===== config.mk =====
export PLATFORM = sky130hd
export DESIGN_NAME = ptup_round_sat
export DESIGN_NICKNAME = d
export VERILOG_FILES = /design/src/rtl/core/phase_to_unit_phasor_assert.svh /design/src/rtl/core/ptup_pkg.sv /design/src/rtl/core/ptup_round_sat.sv
export SDC_FILE = /design/constraint.sdc
export NUM_CORES = 1
export LEC_CHECK = 0
export ABC_AREA = 1
export BUFFER_PORTS_ARGS = -buffer_cell sky130_fd_sc_hd__buf_2
export CAP_MARGIN = 30
export CORE_ASPECT_RATIO = 1.1
export CORE_MARGIN = 5
export CORE_UTILIZATION = 53
export DETAILED_ROUTE_END_ITERATION = 6
export PLACE_DENSITY = 0.83
export SLEW_MARGIN = 30
export SYNTH_ARGS = -nofsm -noshare
export SYNTH_HDL_FRONTEND = slang
export SYNTH_SLANG_ARGS = --single-unit

===== constraint.sdc =====
create_clock -name clk -period 3.27 [get_ports clk]
set_clock_uncertainty 0.15 [all_clocks]
set_input_delay 0.654 -clock clk [delete_from_list [all_inputs] [get_ports clk]]
set_output_delay 0.654 -clock clk [all_outputs]
set_load 0.1 [all_outputs]

===== src/rtl/core/phase_to_unit_phasor_assert.svh =====
// Assertion macros used by the phasor generator top level.
`ifndef PHASE_TO_UNIT_PHASOR_ASSERT_SVH
`define PHASE_TO_UNIT_PHASOR_ASSERT_SVH

// cons must hold whenever ante holds, outside reset.
`define PTUP_ASSERT_IMPLY(label, clk, rst, ante, cons) \
  label: assert property (@(posedge clk) disable iff (rst) (ante) |-> (cons)) \
    else $error("phasor implication check failed");

// bad must never hold, outside reset.
`define PTUP_ASSERT_NEVER(label, clk, rst, bad) \
  label: assert property (@(posedge clk) disable iff (rst) !(bad)) \
    else $error("phasor forbidden condition seen");

`endif


===== src/rtl/core/ptup_pkg.sv =====
// Package: shared types, widths and CORDIC constants of the phasor generator.
package ptup_pkg;

  localparam int PROD_W     = 48;   // low product bits that carry the turn
  localparam int FRAC_SHIFT = 16;   // phase fraction bits
  localparam int TURN_W     = 32;   // Q0.32 turn
  localparam int XY_W       = 33;   // Q3.30 CORDIC coordinates
  localparam int XY_FRAC    = 30;
  localparam int ANGLE_COUNT = 24;

  // round(2^32 / (2*pi)), Q0.32
  localparam logic [29:0] INV_TWO_PI = 30'd683565276;
  // CORDIC gain 0.6072529350 in Q3.30
  localparam logic signed [XY_W-1:0] CORDIC_GAIN = 33'sd652032874;

  // atan(2^-i) in Q0.32 turns
  localparam logic [TURN_W-1:0] STEP_ANGLE [ANGLE_COUNT] = '{
    32'h20000000, 32'h12E4051E, 32'h09FB385B, 32'h051111D4,
    32'h028B0D43, 32'h0145D7E1, 32'h00A2F61E, 32'h00517C55,
    32'h0028BE53, 32'h00145F2F, 32'h000A2F98, 32'h000517CC,
    32'h00028BE6, 32'h000145F3, 32'h0000A2FA, 32'h0000517D,
    32'h000028BE, 32'h0000145F, 32'h00000A30, 32'h00000518,
    32'h0000028C, 32'h00000146, 32'h000000A3, 32'h00000051
  };

  // One item as it moves down the rotation pipeline.
  typedef struct packed {
    logic                     valid;
    logic                     neg;        // negate both parts at the end
    logic                     batch_end;
    logic signed [XY_W-1:0]   x;
    logic signed [XY_W-1:0]   y;
    logic signed [TURN_W-1:0] z;          // residual angle, turns
  } rot_t;

endpackage


===== src/rtl/core/ptup_round_sat.sv =====
// Output stage: sign fix, round to Q1.(OUT_WIDTH-1), saturate, output register.
module ptup_round_sat #(
  parameter int OUT_WIDTH = 16
) (
  input  logic                 clk,
  input  logic                 rst,
  input  logic                 en,
  input  ptup_pkg::rot_t       d,
  output logic                 out_valid,
  output logic [OUT_WIDTH-1:0] cos_part,
  output logic [OUT_WIDTH-1:0] sin_part,
  output logic                 batch_end_out
);

  localparam int RW = ptup_pkg::XY_W + 1;
  localparam int SH = ptup_pkg::XY_FRAC - (OUT_WIDTH - 1);
  localparam logic signed [RW-1:0] RND = RW'(1) <<< (SH - 1);
  localparam logic signed [RW-1:0] TOP = (RW'(1) <<< (OUT_WIDTH - 1)) - RW'(1);
  localparam logic signed [RW-1:0] BOT = -TOP - RW'(1);

  function automatic logic [OUT_WIDTH-1:0] finish(
    input logic signed [ptup_pkg::XY_W-1:0] v,
    input logic                             neg
  );
    logic signed [RW-1:0] ext;
    logic signed [RW-1:0] r;
    ext = RW'(v);
    if (neg) ext = -ext;
    r = (ext + RND) >>> SH;
    if (r > TOP) r = TOP;
    if (r < BOT) r = BOT;
    return r[OUT_WIDTH-1:0];
  endfunction

  always_ff @(posedge clk) begin
    if (rst) begin
      out_valid <= 1'b0;
    end else if (en) begin
      out_valid <= d.valid;
    end
  end

  always_ff @(posedge clk) begin
    if (en) begin
      cos_part      <= finish(d.x, d.neg);
      sin_part      <= finish(d.y, d.neg);
      batch_end_out <= d.batch_end;
    end
  end

endmodule

==> flow_metrics.env <==
export IMPL_cts_sinks=34
export IMPL_num_vias=4427
export IMPL_grt_ovfl_total=0
export IMPL_slew_violations=0
export IMPL_p_leak_uw=0.002481
export IMPL_crit_fanout=15
export IMPL_slew_headroom_pct=54.20
export IMPL_drc=0
export IMPL_dp_hpwl_mm=9.338
export IMPL_yosysTopAreaCellShare_pct=22.66
export IMPL_tritoncts="built"
export IMPL_yosysTopAreaCell="edfxtp_1"
export IMPL_fin_area_um2=5184
export IMPL_num_rows=34
export IMPL_cp_common_cell="nand2_1"
export IMPL_grt_use_total_pct=21.23
export IMPL_worst_path_largest_cell_delay_ns=0.26
export IMPL_syn_num_nets=751
export IMPL_place_ws_ns=-0.06517
export IMPL_grt_pass1_vias=4385
export IMPL_drive_gt1_share_pct=35.12
export IMPL_worst_path_stages=18
export IMPL_arrival_ns=2.88
export IMPL_yosys_warnings=0
export IMPL_critPathLaunch="d[75]"
export IMPL_cap_viol_max_count=0
export IMPL_portBuffers=105
export IMPL_worstMarginPinSlew_ns=0.6870
export IMPL_ys_types=42
export IMPL_num_io_pins=138
export IMPL_required_ns=3.15
export IMPL_grt_pass1_wl_mm=18.60
export IMPL_die_h_um=105.3
export IMPL_cts_made_buffers=5
export IMPL_worstHoldPathType="register to register"
export IMPL_r2r_start="out_valid"
export IMPL_min_from="out_valid"
export IMPL_wirelength_mm=10.79
export IMPL_antenna_found_initial=0
export IMPL_setup_violations=0
export IMPL_area_delta_synth_final_pct=18.54
export IMPL_htree_levels=2
export IMPL_p_per_area_nw_per_um2=333.6
export IMPL_period_needed_ns=2.996
export IMPL_n_antenna_cell=0
export IMPL_clockBufferDepth=2
export IMPL_rsz0062_at_grt="no"
export IMPL_dpl_cell_area_um2=5084
export IMPL_startpoint_type="input pin"
export IMPL_hold_violations=0
export IMPL_syn_area_per_cell_um2=6.780
export IMPL_crit_type="input pin to register"
export IMPL_syn_area_um2=4373
export IMPL_fin_crit_sh_pct=91.63
export IMPL_irDropWorstVdd_uv=152.9
export IMPL_reg2reg_depth=2
export IMPL_end_kind="register"
export IMPL_fin_setup_tns_ns=0
export IMPL_wl_per_cell_um=12.38
export IMPL_clk_latency_ns=0.28
export IMPL_crit_family="simple AND/OR/NAND/NOR gates"
export IMPL_finalNetCount=868
export IMPL_ant_nets=0
export IMPL_ys_ff_latch=34
export IMPL_dr_pass1_iters=4
export IMPL_outcome="finished clean"
export IMPL_slowest_stage="ha_1"
export IMPL_place_congestion=0.9628
export IMPL_hold_depth=2
export IMPL_core_um2=7998
export IMPL_cts_root_buffer="clkbuf_8"
export IMPL_path_buf_inv=1
export IMPL_seq_area_frac_synth_pct=23.12
export IMPL_clkTransAtPathRegs_ns=0.07
export IMPL_die_x_um=96.61
export IMPL_synthCells=645
export IMPL_via_per_inst=5.083
export IMPL_start_util_pct=54.68
export IMPL_dieArea_um2=10170
export IMPL_synth_area_leaders="edfxtp_1 (23%), nand2_1 (16%), nand3_1 (7.6%)"
export IMPL_initialDrtViolationCount=139
export IMPL_path_cells="buf_2 > nor2_1 > nand2_1 > nor2_1 > nand2_1 > nand2_1 > nand2_1 > nand2_1 > ha_1 > nand3_4 > nor2_4 > nand2_4 > nor2_4 > nand2_1 > nand2_1 > nand3_2 > nand2_4 > a21oi_1"
export IMPL_worst_slack_ns=0.2739
export IMPL_fmax_ghz=0.3338
export IMPL_grt_max_degree=35
-- per-layer routing --
metal / GRT usage [%] / vias up / part of all wire, %
met2: 38.51 / 125 / 50
li1: - / 2312 / -
met5: 0 / - / 0
met1: 25.55 / 1966 / 42
met4: 7.723 / 0 / 2.3
met3: 2.972 / 24 / 5.7
-- state kept, by name, indices dropped and copies added (netlist names) --
| register | cells |
|---|---|
| cos_part | 16 |
| sin_part | 16 |
| out_valid | 1 |
| batch_end_out | 1 |
-- final timing paths --
path / end / slack (ns)
worst max-delay path: cos_part[11] / 0.27
worst min-delay path: out_valid / 0.35
worst max register to register: out_valid / 2.54
worst min register to register: out_valid / 0.35
-- where the power goes --
group	switching [uW]	total [uW]	internal (uW)	leakage (uW)
logic	663	860	197	0.00211
registers	9.60	548	538	0.000329
clock network	152	321	169	0.0000472
total	825	1730	905	0.00248
-- area by class of cell --
class	count	area, um2
Timing Repair Buffer	121	670.6
Sequential cell	34	1011
Clock buffer	6	82.58
Clock inverter	2	12.51
Inverter	72	272.8
Tap cell	108	135.1
Fill cell	766	2814
Multi-Input combinational cell	528	2999
-- synth_stat cells (all sizes together) --
cell	number
a21o	2
a21oi	26
and3	1
buf	11
dfxtp	1
edfxtp	33
ha	2
inv	72
mux2	1
mux2i	1
nand2	234
nand3	78
nand3b	12
nand4	11
nor2	113
nor3	1
nor3b	1
nor4	2
o21ai	15
o21bai	1
o22ai	1
or2	2
xnor2	11
xor2	13
-- cell families after synthesis --
family	after synthesis	share of synthesized area, %
and+or+nand+nor	455	55.17
buffers and inverters	83	8.355
AOI/OAI and AO/OA	45	7.325
DFF	34	23.12
xor gates and xnor gates	24	4.979
muxes	2	0.4864
adders and majority gates	2	0.5722
-- metrics by stage --
| stage | hold WS, ns | std cells | utilization, % | total power [uW] |
|---|---|---|---|---|
| floorplan | 0.5764 | 645 | - | 1236 |
| global placement | 0.3182 | 863 | 63.56 | 1398 |
| detailed placement | 0.3410 | 863 | 63.56 | 1417 |
| CTS | 0.3589 | 871 | 64.75 | 1733 |
| global route | 0.3767 | 871 | 64.82 | 1812 |
| finish | 0.3474 | 871 | 64.82 | 1729 |
-- layout by cell type (no fill, tap or decap), types with 2 or more instances in the layout --
cell type	Yosys	final
nor2_4	18	18
ha_1	2	2
buf_4	2	14
buf_2	4	105
inv_1	63	63
nor2_8	3	3
a21oi_2	20	20
nand4_1	10	10
a21o_1	2	2
nand3_2	10	10
xnor2_1	11	11
nand2_1	182	182
nand2_4	11	11
clkbuf_8	0	6
nand3_1	66	66
nor4_1	2	2
nand3_4	2	2
nor2_2	18	19
nand2_2	41	41
o21ai_0	10	10
xor2_1	12	12
nand3b_1	11	11
edfxtp_1	33	33
o21ai_1	4	4
buf_12	0	2
a21oi_1	6	6
nor2_1	74	73
inv_2	9	8
-- timing repair --
action                                 4_1_cts  5_1_grt
gates resized for setup                      0        3
setup endpoints to repair                    0        2
hold buffers                                 0        0
endpoints found under the hold margin        0        0
setup buffers                                0        0
-- tightest hold or removal path, stage by stage (launching register included) --
cell and delay (ns):
dfxtp_1 0.33, mux2i_1 0.06, nor2_1 0.07
No activity file was read; power rests on OpenSTA's default activity.
