<file path="config.mk">
export PLATFORM = sky130hd
export DESIGN_NAME = ptup_rot_stage
export DESIGN_NICKNAME = d
export VERILOG_FILES = /design/src/rtl/core/phase_to_unit_phasor_assert.svh /design/src/rtl/core/ptup_pkg.sv /design/src/rtl/core/ptup_rot_stage.sv
export SDC_FILE = /design/constraint.sdc
export NUM_CORES = 1
export LEC_CHECK = 0
export BUFFER_PORTS_ARGS = -buffer_cell sky130_fd_sc_hd__buf_2
export CORE_MARGIN = 1.5
export CORE_UTILIZATION = 50
export CTS_CLUSTER_SIZE = 14
export DETAILED_ROUTE_END_ITERATION = 10
export PLACE_DENSITY = 0.88
export SETUP_SLACK_MARGIN = 0.5
export SLEW_MARGIN = 30
export SYNTH_ARGS = -nofsm -noshare
export SYNTH_HDL_FRONTEND = slang
export SYNTH_SLANG_ARGS = --single-unit
</file>
<file path="constraint.sdc">
create_clock -name clk -period 2.8 [get_ports clk]
set_clock_uncertainty 0.05 [all_clocks]
set_input_delay 0.42 -clock clk [delete_from_list [all_inputs] [get_ports clk]]
set_output_delay 0.42 -clock clk [all_outputs]
set_load 0.1 [all_outputs]
</file>
<file path="src/rtl/core/phase_to_unit_phasor_assert.svh">
// Assertion macros used by the phasor generator top level.
`ifndef PHASE_TO_UNIT_PHASOR_ASSERT_SVH
`define PHASE_TO_UNIT_PHASOR_ASSERT_SVH

// cons must hold whenever ante holds, outside reset.
`define PTUP_ASSERT_IMPLY(label, clk, rst, ante, cons) \
  label: assert property (@(posedge clk) disable iff (rst) (ante) |-> (cons)) \
    else $error("phasor implication check failed");

// bad must never hold, outside reset.
`define PTUP_ASSERT_NEVER(label, clk, rst, bad) \
  label: assert property (@(posedge clk) disable iff (rst) !(bad)) \
    else $error("phasor forbidden condition seen");

`endif

</file>
<file path="src/rtl/core/ptup_pkg.sv">
// Package: shared types, widths and CORDIC constants of the phasor generator.
package ptup_pkg;

  localparam int PROD_W     = 48;   // low product bits that carry the turn
  localparam int FRAC_SHIFT = 16;   // phase fraction bits
  localparam int TURN_W     = 32;   // Q0.32 turn
  localparam int XY_W       = 33;   // Q3.30 CORDIC coordinates
  localparam int XY_FRAC    = 30;
  localparam int ANGLE_COUNT = 24;

  // round(2^32 / (2*pi)), Q0.32
  localparam logic [29:0] INV_TWO_PI = 30'd683565276;
  // CORDIC gain 0.6072529350 in Q3.30
  localparam logic signed [XY_W-1:0] CORDIC_GAIN = 33'sd652032874;

  // atan(2^-i) in Q0.32 turns
  localparam logic [TURN_W-1:0] STEP_ANGLE [ANGLE_COUNT] = '{
    32'h20000000, 32'h12E4051E, 32'h09FB385B, 32'h051111D4,
    32'h028B0D43, 32'h0145D7E1, 32'h00A2F61E, 32'h00517C55,
    32'h0028BE53, 32'h00145F2F, 32'h000A2F98, 32'h000517CC,
    32'h00028BE6, 32'h000145F3, 32'h0000A2FA, 32'h0000517D,
    32'h000028BE, 32'h0000145F, 32'h00000A30, 32'h00000518,
    32'h0000028C, 32'h00000146, 32'h000000A3, 32'h00000051
  };

  // One item as it moves down the rotation pipeline.
  typedef struct packed {
    logic                     valid;
    logic                     neg;        // negate both parts at the end
    logic                     batch_end;
    logic signed [XY_W-1:0]   x;
    logic signed [XY_W-1:0]   y;
    logic signed [TURN_W-1:0] z;          // residual angle, turns
  } rot_t;

endpackage

</file>
<file path="src/rtl/core/ptup_rot_stage.sv">
// One CORDIC rotation-mode iteration as a pipeline stage.
module ptup_rot_stage #(
  parameter int STEP = 0
) (
  input  logic           clk,
  input  logic           rst,
  input  logic           en,
  input  ptup_pkg::rot_t d,
  output ptup_pkg::rot_t q
);

  logic signed [ptup_pkg::XY_W-1:0]   xs;
  logic signed [ptup_pkg::XY_W-1:0]   ys;
  logic signed [ptup_pkg::TURN_W-1:0] ang;
  logic                               up;

  assign xs  = d.x >>> STEP;
  assign ys  = d.y >>> STEP;
  assign ang = $signed(ptup_pkg::STEP_ANGLE[STEP]);
  assign up  = !d.z[ptup_pkg::TURN_W-1];

  always_ff @(posedge clk) begin
    if (rst) begin
      q.valid <= 1'b0;
    end else if (en) begin
      q.valid <= d.valid;
    end
  end

  always_ff @(posedge clk) begin
    if (en) begin
      q.neg       <= d.neg;
      q.batch_end <= d.batch_end;
      q.x         <= up ? d.x - ys  : d.x + ys;
      q.y         <= up ? d.y + xs  : d.y - xs;
      q.z         <= up ? d.z - ang : d.z + ang;
    end
  end

endmodule

</file>
==> results.json, run 1 <==
{
  "ys.warnings.count": 0,
  "grt_setup_unrepaired": "true",
  "r2r_start": "q[100]",
  "initial_core_util_pct": 51.39,
  "antenna_found_initial": 2,
  "finalHoldWorstSlack_ps": 159.5,
  "synthCells": 995,
  "gp_congestion": 1.010,
  "path_clk_slew_ps": 90,
  "io-pin-count": 205,
  "violations": "negative setup slack",
  "dieHeight_um": 136.6,
  "ir_drop_mv": 0.5539,
  "outcome": "finished with violations",
  "finalHoldViolations": 0,
  "synth_top_flop_cell": "edfxtp_1",
  "grt_first_pass_wirelength_mm": 52.93,
  "relSlewSlack_pct": 46.27,
  "holdCritPathClass": "input port to register",
  "crit_slowest_cell": "a21oi_2",
  "nFillCells": 1035,
  "cts_buffers": 9,
  "htree_levels": 3,
  "ys_async_sr_fraction_pct": 0,
  "utilization_pct": 79.99,
  "mostFrequentLayoutCell": "buf_4",
  "tightest_slew_ps": 797.5,
  "cts_hold_buffers": 0,
  "drv_slew": 0,
  "syn_to_final_growth_pct": 55.65,
  "cts_tree": "built",
  "p_per_area_nw_per_um2": 557.6,
  "synth-edff-count": 99,
  "routed_wl_mm": 40.02,
  "worstRegToRegCells": 2,
  "hold_start": "rst",
  "critPathMaxStageDelay_ps": 490,
  "dp_hpwl_mm": 24.29,
  "post-route-min-period_ps": 3242,
  "setup_ws_ps": -441.7,
  "hold_end": "q[100]",
  "min_delay_path_depth": 2,
  "multiInputGateArea_um2": 6491,
  "cp-start-kind": "input port",
  "dieArea_um2": 18650,
  "die-width_um": 136.6,
  "cp-end-kind": "register",
  "seq_area_frac_synth_pct": 33.55,
  "regMostFlops": "q",
  "coreArea_um2": 17360,
  "num-nets-final": 1643,
  "cts_root_buf": "clkbuf_16",
  "yosysUniqueCellTypes": 77,
  "crit_fanout": 4,
  "largest_reg_flops": 100,
  "ys_ff_latch": 100,
  "power.leakage_nw": 6.281,
  "drive_above_1_share_pct": 47.81,
  "rows": 48,
  "worstSetupPathType": "input port to register",
  "ff_latch_area_um2": 2993,
  "worstPathArrival_ps": 3410,
  "critPathRequiredTime_ps": 2970,
  "synthesis.area_um2": 8920,
  "vias": 10570,
  "worstPathCellList": "buf_2 > buf_4 > ha_1 > buf_4 > inv_1 > a21oi_2 > a2bb2oi_4 > a221oi_4 > buf_12 > o31a_1 > a21oi_2 > o21a_1 > mux2_4 > o211ai_1",
  "drc": 0,
  "grt_max_degree": 55,
  "reg2reg_slack_ps": 2160,
  "grt_use_total_pct": 37.14,
  "mostFrequentLayoutCells": "buf_4, buf_2, edfxtp_1, inv_1",
  "top_regs": "q: 100 flops",
  "syn_avg_cell_area_um2": 8.965,
  "max_freq_mhz": 308.5,
  "drtIter0Drc": 1854,
  "reg2reg_to": "q[100]",
  "grt_overflow": 0,
  "clockBufferDepth": 2,
  "grt_pass1_vias": 9830,
  "pre_cts_ws_ps": -460.4,
  "syn_nets": 1204,
  "finalCritPeriodShare_pct": 115.8,
  "wl_per_cell_um": 24.02,
  "dr.pass1.iters": 7,
  "clock_latency_ps": 360,
  "antenna_left": 0,
  "critPathTopFamily": "compound AO/OA/AOI/OAI gates",
  "numPortBuffers": 204,
  "setup_viol": 22,
  "cts.sinks": 100,
  "cap_viol_max_count": 0,
  "via_per_inst": 6.344,
  "path_buf_inv": 5
}
[metal layers]
layer	track usage, %	vias up	routed length, µm
li1	-	4463	-
met1	47.22	4841	14100
met2	58.65	964	17650
met3	8.333	293	5337
met4	19.80	8	2797
met5	0.8333	-	136
[layout make-up]
type | count | share of cell area (%)
Clock buffer | 10 | 1.721
Tap cell | 225 | 2.028
Sequential cell | 100 | 21.56
Clock inverter | 6 | 0.4686
Timing Repair Buffer | 473 | 23.91
Multi-Input combinational cell | 745 | 46.76
Inverter | 105 | 3.524
Antenna cell | 2 | 0.03605
[where the power goes]
part           internal [mW]  switching (mW)  total, mW
Sequential              1.92          0.0766       2.00
Combinational           1.34            3.06       4.40
Clock                  0.657           0.684       1.34
Total                   3.92            3.82       7.74
[synth_stat cells (4+ instances only)]
library cell / instances / area (µm²)
a21oi_1: 103 / 515.5
inv_1: 102 / 382.9
ha_1: 101 / 1264
edfxtp_1: 99 / 2973
nor2_1: 81 / 304.0
o21ai_0: 56 / 280.3
xnor2_1: 52 / 455.4
nand2_1: 50 / 187.7
clkbuf_1: 22 / 82.58
mux2i_1: 22 / 220.2
a21o_1: 21 / 157.7
o21bai_1: 20 / 150.1
nor2b_1: 19 / 118.9
nor3_1: 19 / 95.09
o211ai_1: 16 / 120.1
o21a_1: 16 / 120.1
nand3_1: 13 / 65.06
buf_2: 12 / 60.06
o31ai_1: 10 / 75.07
a211oi_1: 9 / 67.56
nand2b_1: 9 / 56.30
nand4_1: 9 / 56.30
xor2_1: 9 / 78.83
buf_1: 8 / 30.03
or3_1: 6 / 37.54
or4_1: 6 / 45.04
and2_1: 5 / 31.28
and3_1: 5 / 31.28
nor4_1: 5 / 31.28
o22ai_1: 5 / 31.28
o31a_1: 5 / 43.79
or2_2: 5 / 31.28
a2111oi_0: 4 / 35.03
a211o_1: 4 / 35.03
a221oi_1: 4 / 35.03
a31oi_1: 4 / 25.02
fa_1: 4 / 80.08
[how the worst max path moves through the flow]
stage	start	end	slack, ps	cells past startpoint
after global placement	d[32]	q[90]	-340	11
after detailed placement	d[32]	q[64]	-460	14
after floorplan	d[49]	q[91]	30	12
after global routing	d[68]	q[64]	-470	13
after CTS	d[32]	q[64]	40	14
final	d[38]	q[64]	-440	14
[per-stage QoR]
step | instance area (µm²) | TNS (ps) | total power, mW | cells
2_1_floorplan | 9620 | 0 | 4.725 | 995
3_3_place_gp | 12330 | -6509 | 5.728 | 1604
3_5_place_dp | 12330 | -8747 | 5.790 | 1604
4_1_cts | 13320 | 0 | 7.277 | 1647
5_1_grt | 13880 | -5906 | 7.944 | 1665
6_report | 13880 | -4647 | 7.741 | 1666
[cells by family (layout without fill, tap and decap cells)]
group | after synthesis | after routing | synth area share (%)
AOI/OAI and AO/OA | 315 | 315 | 23.06
other | 0 | 2 | 0
and+or+nand+nor | 241 | 241 | 13.09
DFF | 100 | 100 | 33.55
buffers and inverters | 150 | 594 | 6.649
adders and majority gates | 105 | 105 | 15.07
muxes | 23 | 23 | 2.595
xor gates and xnor gates | 61 | 61 | 5.990
[worst reg2reg max path: stages (launching register included)]
cell     delay [ps]
dfxtp_1         310
mux2i_1         130
nor2_1           50
[repair_timing]
| action | CTS | global route |
|---|---|---|
| endpoints found under the hold margin | 0 | 0 |
| resized for setup | 118 | 94 |
| pin swaps | 92 | 62 |
| buffers inserted | 27 | 17 |
| setup endpoints to repair | 49 | 50 |
Note: power is estimated with default switching activity, not from simulation.
==> run 2, diff against run 1 <==
Settings changed: SKIP_CTS_REPAIR_TIMING set to 1.
==> results.json, run 2 (synthesized netlist as in run 1, its figures left out) <==
{
  "tightest_slew_ps": 812.1,
  "cts_tree": "built",
  "grt_use_total_pct": 32.31,
  "drive_above_1_share_pct": 48.57,
  "cp-end-kind": "register",
  "initial_core_util_pct": 51.39,
  "largest_reg_flops": 100,
  "finalHoldViolations": 0,
  "finalCritPeriodShare_pct": 108.7,
  "wl_per_cell_um": 24.52,
  "critPathRequiredTime_ps": 2880,
  "dp.cells": 1604,
  "holdCritPathClass": "input port to register",
  "antenna_found_initial": 3,
  "via_per_inst": 6.432,
  "postLayoutCellArea_um2": 14000,
  "worstSetupPathType": "input port to register",
  "gp_congestion": 1.010,
  "io-pin-count": 205,
  "grt_first_pass_wirelength_mm": 46.73,
  "antenna_left": 0,
  "multiInputGateArea_um2": 6634,
  "p_per_area_nw_per_um2": 557.5,
  "grt_setup_unrepaired": "true",
  "ir_drop_mv": 0.6856,
  "cts_buffers": 9,
  "dp_hpwl_mm": 24.29,
  "htree_levels": 3,
  "nFillCells": 1007,
  "finalHoldWorstSlack_ps": 150.9,
  "grt_max_degree": 55,
  "num-nets-final": 1639,
  "path_buf_inv": 5,
  "dr.pass1.iters": 9,
  "syn_to_final_growth_pct": 56.92,
  "grt_pass1_vias": 9086,
  "cts.sinks": 100,
  "worstPathCellList": "buf_2 > buf_4 > ha_1 > buf_4 > nor2_1 > a31oi_1 > a41o_2 > a21o_1 > a21oi_2 > buf_4 > o311ai_2 > buf_4 > mux2i_2 > xnor2_1",
  "power.leakage_nw": 6.298,
  "vias": 10690,
  "post-route-min-period_ps": 3042,
  "critPathTopFamily": "compound AO/OA/AOI/OAI gates",
  "setup_tns_ps": -2001,
  "coreArea_um2": 17360,
  "max_freq_mhz": 328.7,
  "dieArea_um2": 18650,
  "grt_overflow": 0,
  "rows": 48,
  "critPathMaxStageDelay_ps": 370,
  "drv_slew": 0,
  "cap_viol_max_count": 0,
  "mostFrequentLayoutCells": "buf_4, buf_2, edfxtp_1, inv_1, a21oi_1",
  "worstPathArrival_ps": 3120,
  "crit_slowest_cell": "a41o_2",
  "ff_latch_area_um2": 2993,
  "setup_viol": 23,
  "top_regs": "q: 100 flops",
  "pre_cts_ws_ps": -460.4,
  "mostFrequentLayoutCell": "buf_4",
  "cp-start-kind": "input port",
  "clock_latency_ps": 360,
  "cts_root_buf": "clkbuf_16",
  "drc": 0,
  "relSlewSlack_pct": 45.86,
  "stdcell_count": 1662,
  "die-width_um": 136.6,
  "path_common_cell": "buf_4",
  "p_total_mw": 7.803,
  "routed_wl_mm": 40.74,
  "drtIter0Drc": 1648,
  "utilization_pct": 80.64,
  "numPortBuffers": 204,
  "post_dp_cell_area_um2": 12330,
  "path_clk_slew_ps": 90,
  "dieHeight_um": 136.6,
  "crit_fanout": 3,
  "setup_ws_ps": -242.3,
  "violations": "negative setup slack",
  "outcome": "finished with violations",
  "clockBufferDepth": 2,
  "regMostFlops": "q"
}
-- run 2: power by group --
part | switching, mW | total, mW | internal, mW
Clock | 0.712 | 1.37 | 0.657
Sequential | 0.0754 | 2.00 | 1.92
Combinational | 3.09 | 4.44 | 1.34
-- run 2: cell type report --
type | count | area share [%]
inverters | 105 | 3.513
clock buffers | 10 | 1.707
flip-flops and latches | 100 | 21.38
well taps | 225 | 2.011
diodes | 2 | 0.03576
repair buffers | 469 | 23.49
clock inverters | 6 | 0.4648
multi-input cells | 745 | 47.39
-- run 2: path summary, 6_finish.rpt --
check          from      to  slack [ps]  cells past startpoint
max           d[37]   q[59]        -240                     14
min reg2reg  q[100]  q[100]         460                      2
max reg2reg  q[100]  q[100]        2160                      2
min             rst  q[100]         150                      2
-- run 2: worst reg2reg max path, stage by stage, from the launching register on --
cell     delay, ps
dfxtp_1        310
mux2i_1        120
nor2_1          50
-- run 2: per-layer routing --
layer,vias to the layer above,GRT usage (%),routed length [µm]
met3,324,4.556,5644
met5,-,0,45
li1,4449,-,-
met1,4875,43.54,14000
met4,4,14.01,3254
met2,1038,51.70,17800
